**src/design/keyframe_value_interpolator_core_macros.svh**
```systemverilog
// ----------------------------------------------------------------------------
// keyframe value interpolator assertion macros
// shared concurrent assertion wrappers, empty when synthesizing
// ----------------------------------------------------------------------------
`ifndef KEYFRAME_VALUE_INTERPOLATOR_CORE_MACROS_SVH
`define KEYFRAME_VALUE_INTERPOLATOR_CORE_MACROS_SVH
`ifndef SYNTHESIS
`define KVI_ASSERT(name, prop) \
  name: assert property (@(posedge clk_i) disable iff (!rst_ni) prop) \
    else $error("kvi assertion failed");
`define KVI_ASSERT_IMP(name, ante, cons) \
  name: assert property (@(posedge clk_i) disable iff (!rst_ni) (ante) |-> (cons)) \
    else $error("kvi assertion failed");
`else
`define KVI_ASSERT(name, prop)
`define KVI_ASSERT_IMP(name, ante, cons)
`endif
`endif

```
**src/design/kvi_pkg.sv**
```systemverilog
// ----------------------------------------------------------------------------
// kvi_pkg
// types and codes of the keyframe value interpolator
// ----------------------------------------------------------------------------
package kvi_pkg;

  typedef enum logic [1:0] {
    OP_CLEAR  = 2'd0,
    OP_INSERT = 2'd1,
    OP_QUERY  = 2'd2,
    OP_NONE   = 2'd3
  } op_e;

  typedef enum logic [1:0] {
    ST_OK       = 2'd0,
    ST_FULL     = 2'd1,
    ST_FALLBACK = 2'd2,
    ST_SAT      = 2'd3
  } status_e;

  typedef enum logic [2:0] {
    S_IDLE,
    S_DIV,
    S_MUL,
    S_RND,
    S_DONE
  } state_e;

  typedef struct packed {
    op_e                op;
    logic signed [23:0] key_frame;
    logic signed [31:0] key_value;
    logic               use_bezier;
    logic signed [31:0] control_out;
    logic signed [31:0] control_in;
    logic signed [23:0] query_frame;
    logic signed [31:0] fallback_value;
  } req_t;

  typedef struct packed {
    logic signed [31:0] value_out;
    status_e            status;
  } rsp_t;

  typedef struct packed {
    logic signed [23:0] frame;
    logic signed [31:0] value;
    logic               easing;
    logic signed [31:0] ctrl_out;
    logic signed [31:0] ctrl_in;
  } key_t;

  typedef struct packed {
    logic ins;
    logic valid;
    logic at_end;
  } cell_ctl_t;

  localparam int DivSteps = 16;
  localparam int MulSteps = 10;

endpackage

```
**src/design/kvi_cell.sv**
```systemverilog
// ----------------------------------------------------------------------------
// kvi_cell
// one keyframe slot of the sorted table, shifts right on insert
// ----------------------------------------------------------------------------
module kvi_cell (
  input  logic                clk_i,
  input  kvi_pkg::cell_ctl_t  ctl_i,
  input  kvi_pkg::key_t       key_i,
  input  logic signed [23:0]  qframe_i,
  input  kvi_pkg::key_t       left_i,
  input  logic                left_gt_i,
  input  logic                left_ge_i,
  output kvi_pkg::key_t       entry_o,
  output logic                gt_o,
  output logic                ge_o,
  output logic                seg_o
);

  kvi_pkg::key_t entry_q, entry_d;

  assign gt_o    = ctl_i.valid && (entry_q.frame > key_i.frame);
  assign ge_o    = ctl_i.valid && (entry_q.frame >= qframe_i);
  assign seg_o   = ge_o && !left_ge_i;
  assign entry_o = entry_q;

  always_comb begin
    entry_d = entry_q;
    if (ctl_i.ins) begin
      if (left_gt_i) begin
        entry_d = left_i;
      end else if (gt_o || ctl_i.at_end) begin
        entry_d = key_i;
      end
    end
  end

  always_ff @(posedge clk_i) begin
    entry_q <= entry_d;
  end

endmodule

```
**config.mk**
```make
export PLATFORM = sky130hd
export DESIGN_NAME = kvi_cell
export DESIGN_NICKNAME = d
export VERILOG_FILES = /design/src/design/keyframe_value_interpolator_core_macros.svh /design/src/design/kvi_pkg.sv /design/src/design/kvi_cell.sv
export SDC_FILE = /design/constraint.sdc
export NUM_CORES = 1
export LEC_CHECK = 0
export ABC_CLOCK_PERIOD_IN_PS = 16000
export BUFFER_PORTS_ARGS = -buffer_cell sky130_fd_sc_hd__buf_2
export CAP_MARGIN = 10
export CELL_PAD_IN_SITES_DETAIL_PLACEMENT = 1
export CELL_PAD_IN_SITES_GLOBAL_PLACEMENT = 1
export CORE_AREA = 2 2 153 155
export CTS_BUF_LIST = sky130_fd_sc_hd__clkbuf_8
export CTS_CLUSTER_SIZE = 20
export DETAILED_ROUTE_END_ITERATION = 7
export DIE_AREA = 0 0 155 157
export PLACE_DENSITY_LB_ADDON = 0.1
export REMOVE_ABC_BUFFERS = 1
export SLEW_MARGIN = 20
export SYNTH_ARGS = -nofsm -noshare
export SYNTH_HDL_FRONTEND = slang
export SYNTH_SLANG_ARGS = --single-unit
```
**constraint.sdc**
```tcl
create_clock -name clk_i -period 16 [get_ports clk_i]
set_clock_uncertainty 0.15 [all_clocks]
set_input_delay 4 -clock clk_i [delete_from_list [all_inputs] [get_ports clk_i]]
set_output_delay 4 -clock clk_i [all_outputs]
set_load 0.005 [all_outputs]
```
==> results of run 1 <==
-- logic make-up after synthesis --
kind of cell	Yosys count	synth area share, %
DFF	121	57.5
muxes	98	17.5
AOI/OAI and AO/OA	69	6.79
and+or+nand+nor	65	5.01
buffers and inverters	63	3.74
adders and majority gates	48	9.50
-- worst max-delay path: cells and delay by family --
family / cells / cell delay (ns)
adder cells (fa/ha/maj): 1 / 0.39
AND/OR/NAND/NOR: 2 / 0.43
AO/OA/AOI/OAI: 3 / 0.96
buffers and inverters: 3 / 0.28
-- final cells by class --
cell class                 count  share of cell area (%)
sequential                   121                    40.2
multi-input combinational    280                    27.3
timing repair buffer         400                    22.3
tap                          285                    3.94
clock buffer                  17                    2.59
inverter                      47                    1.95
clock inverter                14                    1.63
antenna                        4                   0.111
-- worst max-delay path by stage --
stage,from,end,slack (ns),depth (start not counted)
global placement,key_i[120],gt_o,5.85,10
global route,key_i[120],gt_o,5.57,9
CTS,key_i[120],gt_o,5.77,9
finish,key_i[120],gt_o,5.77,9
detailed placement,key_i[120],gt_o,5.79,9
floorplan,key_i[110],entry_o[0],0.82,7
-- power groups by stage --
stage	Clock, W	Combinational, W	Sequential (W)
floorplan	0	0.0000674	0.000424
CTS	0.000287	0.000174	0.000404
global route	0.000300	0.000189	0.000407
detailed placement	0	0.000173	0.000410
global placement	0	0.000168	0.000409
finish	0.000277	0.000170	0.000403
-- stage by stage --
stage / std cells / total power (W) / setup slack, ns
2_1_floorplan: 448 / 0.000491 / 0.816
3_3_place_gp: 1133 / 0.000577 / 5.85
3_5_place_dp: 1133 / 0.000583 / 5.79
4_1_cts: 1164 / 0.000864 / 5.77
5_1_grt: 1166 / 0.000897 / 5.57
6_report: 1168 / 0.000850 / 5.77
-- Yosys cell counts (2+ instances only) --
master,n
inv_1,47
and2_1,2
nor2b_1,2
ha_1,48
and3_1,2
nand2_1,35
and4_1,2
nand2b_1,2
a21o_1,7
o211ai_1,2
nor2_1,4
a211o_1,2
edfxtp_1,121
o21a_1,2
o21ai_0,29
mux2_2,98
clkbuf_1,15
a221oi_2,2
or4_1,2
a21oi_1,17
nand4_1,7
nand3_1,3
-- placed cells by master (no fill, tap or decap), types with 3 or more instances in the layout --
cell type / count
inv_6: 4
nand4_1: 7
buf_2: 394
nand2_1: 35
clkbuf_8: 17
buf_4: 6
a21o_1: 7
inv_1: 47
o21ai_0: 29
mux2_2: 98
diode_2: 4
ha_1: 48
clkinvlp_4: 3
a21oi_1: 17
nor2_1: 4
edfxtp_1: 121
nand3_1: 3
-- layer usage --
layer	GRT usage (%)	share of wire, %	vias to the layer above
li1	-	-	2550
met1	19.5	37	2558
met2	34.3	53	211
met3	7.54	8.5	28
met4	5.20	1.3	6
met5	0	0.18	-
==> flow_metrics.tcl, run 1 <==
set metrics [dict create \
    min_path_type "flip-flop to flip-flop" \
    nFillCells 2559 \
    reg2reg_depth 8 \
    tns_ns 0 \
    hold_buffers 0 \
    start_util_pct 28.1 \
    nets 1187 \
    post-route-period-util_pct 63.9 \
    grt_pass1_wl_um 33700 \
    overflow 0 \
    drcViolationCount 0 \
    io_buffers 395 \
    path_clk_slew_ns 0.08 \
    cap_violations 0 \
    largest_reg_flops 121 \
    cts_max_level 4 \
    wire_per_inst_um 19.5 \
    clock.fmax_mhz 97.8 \
    outcome "complete, no violations" \
    place_congestion 0.819 \
    finalHoldViolations 0 \
    finalSetupViolations 0 \
    cts_root_buf "clkbuf_8" \
    synth_area_leaders "edfxtp_1 (57%), mux2_2 (17%), ha_1 (9.5%)" \
    synth-seq-cells 121 \
    antenna_found_initial 6 \
    seq_area_frac_synth_pct 57.5 \
    min_period_ns 10.23 \
    slew-limit-headroom_pct 34.8 \
    rsz0062_at_grt "no" \
    fin_area_um2 9040 \
    path_cells "buf_2, inv_1, ha_1, and4_2, nand4_1, a2111oi_1, o21ai_0, a21oi_1, buf_2" \
    critPathRequiredTime_ns 11.85 \
    postCtsSetupRepairBufs 0 \
    hold_path_depth 4 \
    pwr-share-seq_pct 47.4 \
    num_io_pins 396 \
    insertion_delay_ns 0.43 \
    start_kind "input pin" \
    slowest_stage "a2111oi_1" \
    crit_type "input pin to output pin" \
    rows 55 \
    die_w_um 155 \
    antenna_violating_nets_post_route 0 \
    drive_gt1_share_pct 60.6 \
    drv_slew 0 \
    ys_warn_count 0 \
    p_comb_share_pct 20.0 \
    holdPathEnd "entry_o[107]" \
    drtPass1Iterations 4 \
    ys_async_sr_fraction_pct 0 \
    drt_iter0_markers 184 \
    worstHoldStart "entry_o[120]" \
    cp_common_cell "buf_2" \
    cts_buffers 17 \
    vias 5353 \
    vdd.ir_drop.worst_mv 0.0468 \
    area_growth_syn_to_layout_pct 43.1 \
    synth-edff-count 121 \
    dp_hpwl_um 18400 \
    drt-total-wl_um 22700 \
    worst_hold_slack_ns 1.29 \
    cts_max_path_buffers 2 \
    ys.flop_type "edfxtp_1" \
    swShare_pct 27.8 \
    synth_cell_types 35 \
    cts_tree "yes" \
    syn_avg_cell_area_um2 13.6 \
    r2r_start "entry_o[120]" \
    critPathMaxFanout 7 \
    reg2reg_to "entry_o[117]" \
    regToRegSetupSlack_ns 11.76 \
    cts.sinks 121 \
    leakagePower_nw 4.25 \
    endpoint_kind "output pin" \
    grt_pass1_vias 5968 \
    die_height_um 157 \
    die-area_um2 24300 \
    multi_input_area_um2 2470 \
    yosys.area.top_type_share_pct 57.5 \
    post_cts_resized 0 \
    regArea_um2 3630 \
    finish.utilization_pct 40.2 \
    switchingPower_w 0.000237 \
    arrival_ns 6.08 \
    synth_top_area_cell "edfxtp_1" \
    grt_max_degree 81 \
    worst_pin_slew_ns 0.978 \
    grt_usage_pct 18.6 \
    clkPwrFrac_pct 32.6 \
    core-area_um2 22500 \
    p_per_area_nw_per_um2 94.0 \
    critPathMaxStageDelay_ns 0.60 \
    intPower_w 0.000613 \
    synthCells 464 \
    via_per_inst 4.58 \
    syn_area_um2 6320 \
    placed_area_um2 8650 \
]
No activity file was read; power rests on OpenSTA's default activity.
==> inputs of run 2 (changes only) <==
--- a/config.mk
+++ b/config.mk
@@ -5,16 +5,17 @@
 export SDC_FILE = /design/constraint.sdc
 export NUM_CORES = 1
 export LEC_CHECK = 0
-export ABC_CLOCK_PERIOD_IN_PS = 16000
+export ABC_AREA = 1
+export ABC_CLOCK_PERIOD_IN_PS = 9500
 export BUFFER_PORTS_ARGS = -buffer_cell sky130_fd_sc_hd__buf_2
 export CAP_MARGIN = 10
 export CELL_PAD_IN_SITES_DETAIL_PLACEMENT = 1
 export CELL_PAD_IN_SITES_GLOBAL_PLACEMENT = 1
-export CORE_AREA = 2 2 153 155
+export CORE_AREA = 2 2 156 158
 export CTS_BUF_LIST = sky130_fd_sc_hd__clkbuf_8
 export CTS_CLUSTER_SIZE = 20
 export DETAILED_ROUTE_END_ITERATION = 7
-export DIE_AREA = 0 0 155 157
+export DIE_AREA = 0 0 158 160
 export PLACE_DENSITY_LB_ADDON = 0.1
 export REMOVE_ABC_BUFFERS = 1
 export SLEW_MARGIN = 20
==> constraint.sdc (replaced) <==
create_clock -name clk_i -period 9.5 [get_ports clk_i]
set_clock_uncertainty 0.15 [all_clocks]
set_input_delay 2.375 -clock clk_i [delete_from_list [all_inputs] [get_ports clk_i]]
set_output_delay 2.375 -clock clk_i [all_outputs]
set_load 0.005 [all_outputs]
==> flow_metrics.tcl, run 2 <==
set metrics [dict create \
    synth_compound_area_share_pct 3.92 \
    final_common_cell "buf_2" \
    multi_input_area_um2 2470 \
    cap_violations 0 \
    ys_async_sr_fraction_pct 0 \
    drtPass1Iterations 4 \
    overflow 0 \
    swShare_pct 27.7 \
    clock.fmax_mhz 155 \
    min_period_ns 6.46 \
    synth_fa_ha_area_share_pct 9.35 \
    antenna_found_initial 7 \
    cts_max_level 4 \
    grt_usage_pct 17.4 \
    nFillCells 2815 \
    wire_per_inst_um 17.3 \
    finalHoldViolations 0 \
    die-area_um2 25300 \
    post_cts_resized 0 \
    switchingPower_w 0.000383 \
    nets 1237 \
    start_kind "input pin" \
    ys.flop_type "edfxtp_1" \
    start_util_pct 27.0 \
    finish.utilization_pct 38.6 \
    grt_pass1_vias 5756 \
    yosys.area.top_type_share_pct 56.6 \
    synth_commonest_cells "edfxtp_1 (121), mux2_2 (95), nand2_1 (82), inv_1 (67), ha_1 (48)" \
    p_comb_share_pct 17.4 \
    synth-edff-count 121 \
    worstHoldStart "entry_o[120]" \
    r2r_start "entry_o[120]" \
    min_path_type "flip-flop to flip-flop" \
    arrival_ns 3.94 \
    grt_pass1_wl_um 32700 \
    slew-limit-headroom_pct 31.3 \
    grt_max_degree 73 \
    syn_area_um2 6420 \
    synth_top_family_by_area "multiplexers" \
    place_congestion 0.730 \
    postCtsSetupRepairBufs 0 \
    synth-xor-area-share_pct 0 \
    critPathRequiredTime_ns 6.98 \
    synth_top_area_cell "edfxtp_1" \
    synth_area_leaders "edfxtp_1 (57%), mux2_2 (17%), ha_1 (9.3%)" \
    dp_hpwl_um 17300 \
    die_height_um 160 \
    path_clk_slew_ns 0.08 \
    tns_ns 0 \
    io_buffers 395 \
    cts.sinks 121 \
    via_per_inst 4.25 \
    area_growth_syn_to_layout_pct 43.0 \
    p_per_area_nw_per_um2 151 \
    outcome "complete, no violations" \
    vias 5355 \
    regArea_um2 3630 \
    rows 57 \
    num_io_pins 396 \
    drive_gt1_share_pct 57.7 \
    synthMuxAreaShare_pct 17.2 \
    synth_cell_types 23 \
    pwr-share-seq_pct 47.1 \
    syn_avg_cell_area_um2 12.5 \
    synth-simple-area-share_pct 7.87 \
    drt_iter0_markers 208 \
    vdd.ir_drop.worst_mv 0.0725 \
    rsz0062_at_grt "no" \
    cts_max_path_buffers 2 \
    mostFrequentLayoutCells "buf_2 (394), edfxtp_1 (121), mux2_2 (95)" \
    endpoint_kind "output pin" \
    crit_type "input pin to output pin" \
    yosysMostFrequentCell "edfxtp_1" \
    intPower_w 0.00100 \
    ys_warn_count 0 \
    worst_pin_slew_ns 1.03 \
    cts_tree "yes" \
    seq_area_frac_synth_pct 56.6 \
    leakagePower_nw 4.41 \
    synth-seq-cells 121 \
    post-route-period-util_pct 68.0 \
    core-area_um2 23800 \
    synthCells 515 \
    cts_buffers 17 \
    die_w_um 158 \
    drt-total-wl_um 21800 \
    critPathMaxFanout 4 \
    startpoint "qframe_i[23]" \
    drv_slew 0 \
    clkPwrFrac_pct 35.5 \
    largest_reg_flops 121 \
    insertion_delay_ns 0.45 \
    drcViolationCount 0 \
    antenna_violating_nets_post_route 0 \
    cts_root_buf "clkbuf_8" \
    hold_buffers 0 \
    finalSetupViolations 0 \
]
## run 2: critical path, stage by stage
cell and delay [ns]:
buf_2 0.08, inv_1 0.03, ha_1 0.35, nand2_1 0.10, nor2_2 0.18, nand2_2 0.08, nor3_2 0.21, nand2_1 0.11
nand2_1 0.08, nand2_1 0.06, nand3_2 0.06, nand2_2 0.06, nor2_2 0.07, buf_2 0.11
## run 2: layout make-up
type,instances,share of cell area (%)
multi-input cells,311,26.9
clock buffers,17,2.55
repair buffers,399,21.9
flip-flops and latches,121,39.6
inverters,67,2.74
well taps,324,4.41
clock inverters,14,1.76
diodes,7,0.191
## run 2: metrics by stage
stage          setup slack, ns  std cells  hold slack, ns  instance area, um^2  power (W)
2_1_floorplan             1.98        499            1.91                 6350   0.000774
3_3_place_gp              3.00       1222            1.29                 8770   0.000908
3_5_place_dp              3.00       1222            1.31                 8770   0.000911
4_1_cts                   3.00       1253            1.32                 9170    0.00141
5_1_grt                   2.82       1254            1.38                 9170    0.00146
6_report                  3.04       1260            1.26                 9190    0.00138
## run 2: path summary, 6_finish.rpt
path | to | slack [ns] | depth (start not counted)
setup / recovery | seg_o | 3.04 | 14
hold / removal | entry_o[120] | 1.26 | 5
setup reg to reg | entry_o[83] | 6.35 | 10
hold reg to reg | entry_o[120] | 1.26 | 5
## run 2: power by group through the flow
stage                     Combinational [W]  Sequential, W  Clock, W
after floorplan                    0.000101       0.000673         0
after global placement             0.000244       0.000663         0
after detailed placement           0.000246       0.000664         0
after CTS                          0.000248       0.000653  0.000512
after global routing               0.000274       0.000657  0.000527
final                              0.000240       0.000652  0.000491
## run 2: kinds of logic after synthesis
| group | after synthesis |
|---|---|
| mux | 98 |
| simple gates | 119 |
| compound gates | 46 |
| flops | 121 |
| buf+inv | 83 |
| fa+ha+maj | 48 |
## run 2: routing by layer
layer / global-route usage [%] / up-vias / wire [um]
li1: - / 2635 / -
met1: 18.0 / 2492 / 7920
met2: 31.5 / 206 / 11500
met3: 7.79 / 18 / 2140
met4: 4.87 / 4 / 259
met5: 0 / - / 21
==> inputs of run 3 (changes only) <==
--- a/config.mk
+++ b/config.mk
@@ -6,7 +6,7 @@
 export NUM_CORES = 1
 export LEC_CHECK = 0
 export ABC_AREA = 1
-export ABC_CLOCK_PERIOD_IN_PS = 9500
+export ABC_CLOCK_PERIOD_IN_PS = 6070
 export BUFFER_PORTS_ARGS = -buffer_cell sky130_fd_sc_hd__buf_2
 export CAP_MARGIN = 10
 export CELL_PAD_IN_SITES_DETAIL_PLACEMENT = 1
==> constraint.sdc (replaced) <==
create_clock -name clk_i -period 6.07 [get_ports clk_i]
set_clock_uncertainty 0.15 [all_clocks]
set_input_delay 1.5175 -clock clk_i [delete_from_list [all_inputs] [get_ports clk_i]]
set_output_delay 1.5175 -clock clk_i [all_outputs]
set_load 0.005 [all_outputs]
==> flow_metrics.tcl, run 3 (same netlist as run 2, synthesis figures left out) <==
set metrics [dict create \
    cts_max_path_buffers 2 \
    io_buffers 395 \
    finalHoldViolations 0 \
    drv_slew 0 \
    leakagePower_nw 4.44 \
    finalSetupViolations 0 \
    hold_buffers 0 \
    clock.fmax_mhz 210 \
    mostFrequentLayoutCells "buf_2 (394), edfxtp_1 (121), mux2_2 (95)" \
    outcome "complete, no violations" \
    power_w 0.00221 \
    grt_pass1_wl_um 32200 \
    dp_hpwl_um 17300 \
    grt_pass1_vias 5867 \
    cts_tree "yes" \
    die-area_um2 25300 \
    r2r_start "entry_o[120]" \
    drive_gt1_share_pct 57.8 \
    core-area_um2 23800 \
    grt_usage_pct 17.1 \
    reg2reg_depth 10 \
    place_congestion 0.749 \
    area_growth_syn_to_layout_pct 43.9 \
    slew-limit-headroom_pct 41.7 \
    cts.sinks 121 \
    min_path_type "flip-flop to flip-flop" \
    num_io_pins 396 \
    drcViolationCount 0 \
    nets 1239 \
    critPathRequiredTime_ns 4.40 \
    worst_pin_slew_ns 0.872 \
    rows 57 \
    final_common_cell "buf_2" \
    p_comb_share_pct 17.2 \
    post-route-period-util_pct 78.4 \
    min_period_ns 4.76 \
    intPower_w 0.00161 \
    drt_iter0_markers 198 \
    tns_ns 0 \
    endpoint_kind "output pin" \
    arrival_ns 3.09 \
    clkPwrFrac_pct 36.6 \
    reg2reg_to "entry_o[109]" \
    cts_root_buf "clkbuf_8" \
    die_height_um 160 \
    switchingPower_w 0.000596 \
    wire_per_inst_um 17.1 \
    largest_reg_flops 121 \
    antenna_found_initial 7 \
    rsz0062_at_grt "no" \
    vias 5342 \
    fin_area_um2 9240 \
    via_per_inst 4.24 \
    grt_max_degree 112 \
    pwr-share-seq_pct 46.2 \
    die_w_um 158 \
    p_per_area_nw_per_um2 239 \
    cap_violations 0 \
    hold_path_depth 4 \
    path_clk_slew_ns 0.09 \
    postCtsSetupRepairBufs 0 \
    placed_area_um2 8810 \
    holdPathEnd "entry_o[2]" \
    drtPass1Iterations 4 \
    start_util_pct 27.0 \
    overflow 0 \
    worstHoldStart "entry_o[120]" \
    post_cts_resized 0 \
    insertion_delay_ns 0.44 \
    swShare_pct 27.0 \
    cts_buffers 17 \
    drt-total-wl_um 21600 \
    antenna_violating_nets_post_route 0 \
    vdd.ir_drop.worst_mv 0.114 \
    crit_type "input pin to output pin" \
    critPathMaxFanout 4 \
    regToRegSetupSlack_ns 2.80 \
    cts_max_level 4 \
    start_kind "input pin" \
]
-- run 3: cell types whose count changed in the layout (fill, tap and decap cells not counted) --
cell	change
buf_12	+2
clkinv_2	-1
diode_2	-3
clkinv_4	+1
bufinv_16	+1
inv_6	-1
-- run 3: final cells by class --
class	instances	area [um^2]
clock inverters	14	186
well taps	324	405
diodes	4	10.0
fillers	2772	14600
inverters	67	251
multi-input cells	311	2470
clock buffers	17	234
flip-flops and latches	121	3630
repair buffers	401	2050
-- run 3: power by group through the flow --
stage	Clock (W)	Combinational (W)	Sequential, W
floorplan	0	0.000158	0.00105
global placement	0	0.000388	0.00104
detailed placement	0	0.000391	0.00104
CTS	0.000840	0.000393	0.00102
global route	0.000868	0.000434	0.00103
finish	0.000807	0.000380	0.00102
-- run 3: worst max-delay path by stage --
stage	depth (start not counted)	endpoint	slack (ns)	startpoint
after floorplan	10	entry_o[0]	-0.59	key_i[120]
after global placement	14	seg_o	1.29	qframe_i[23]
after detailed placement	14	seg_o	1.26	qframe_i[23]
after CTS	14	seg_o	1.25	qframe_i[23]
after global routing	14	seg_o	1.07	qframe_i[23]
final	14	seg_o	1.31	qframe_i[23]
-- run 3: per-layer routing --
layer | vias up | share of wire (%) | GRT usage, %
met5 | - | 0.13 | 0
met4 | 4 | 1.9 | 5.77
met3 | 27 | 9.4 | 7.57
met2 | 206 | 52 | 30.8
met1 | 2478 | 36 | 17.5
li1 | 2627 | - | -
-- run 3: worst max-delay path, cell delays in order --
cell,delay [ns]
buf_2,0.08
inv_1,0.04
ha_1,0.35
nand2_1,0.11
nor2_2,0.17
nand2_2,0.08
nor3_2,0.21
nand2_1,0.11
nand2_1,0.07
nand2_1,0.05
nand3_2,0.07
nand2_2,0.06
nor2_2,0.06
buf_2,0.11
-- run 3: through the flow --
step / std cells / util [%] / hold slack (ns) / setup slack (ns)
4_1_cts: 1255 / 38.8 / 1.14 / 1.25
3_5_place_dp: 1224 / 37.0 / 1.11 / 1.26
5_1_grt: 1257 / 38.8 / 1.19 / 1.07
6_report: 1259 / 38.8 / 1.10 / 1.31
2_1_floorplan: 499 / - / 1.55 / -0.588
3_3_place_gp: 1224 / 37.0 / 1.11 / 1.29
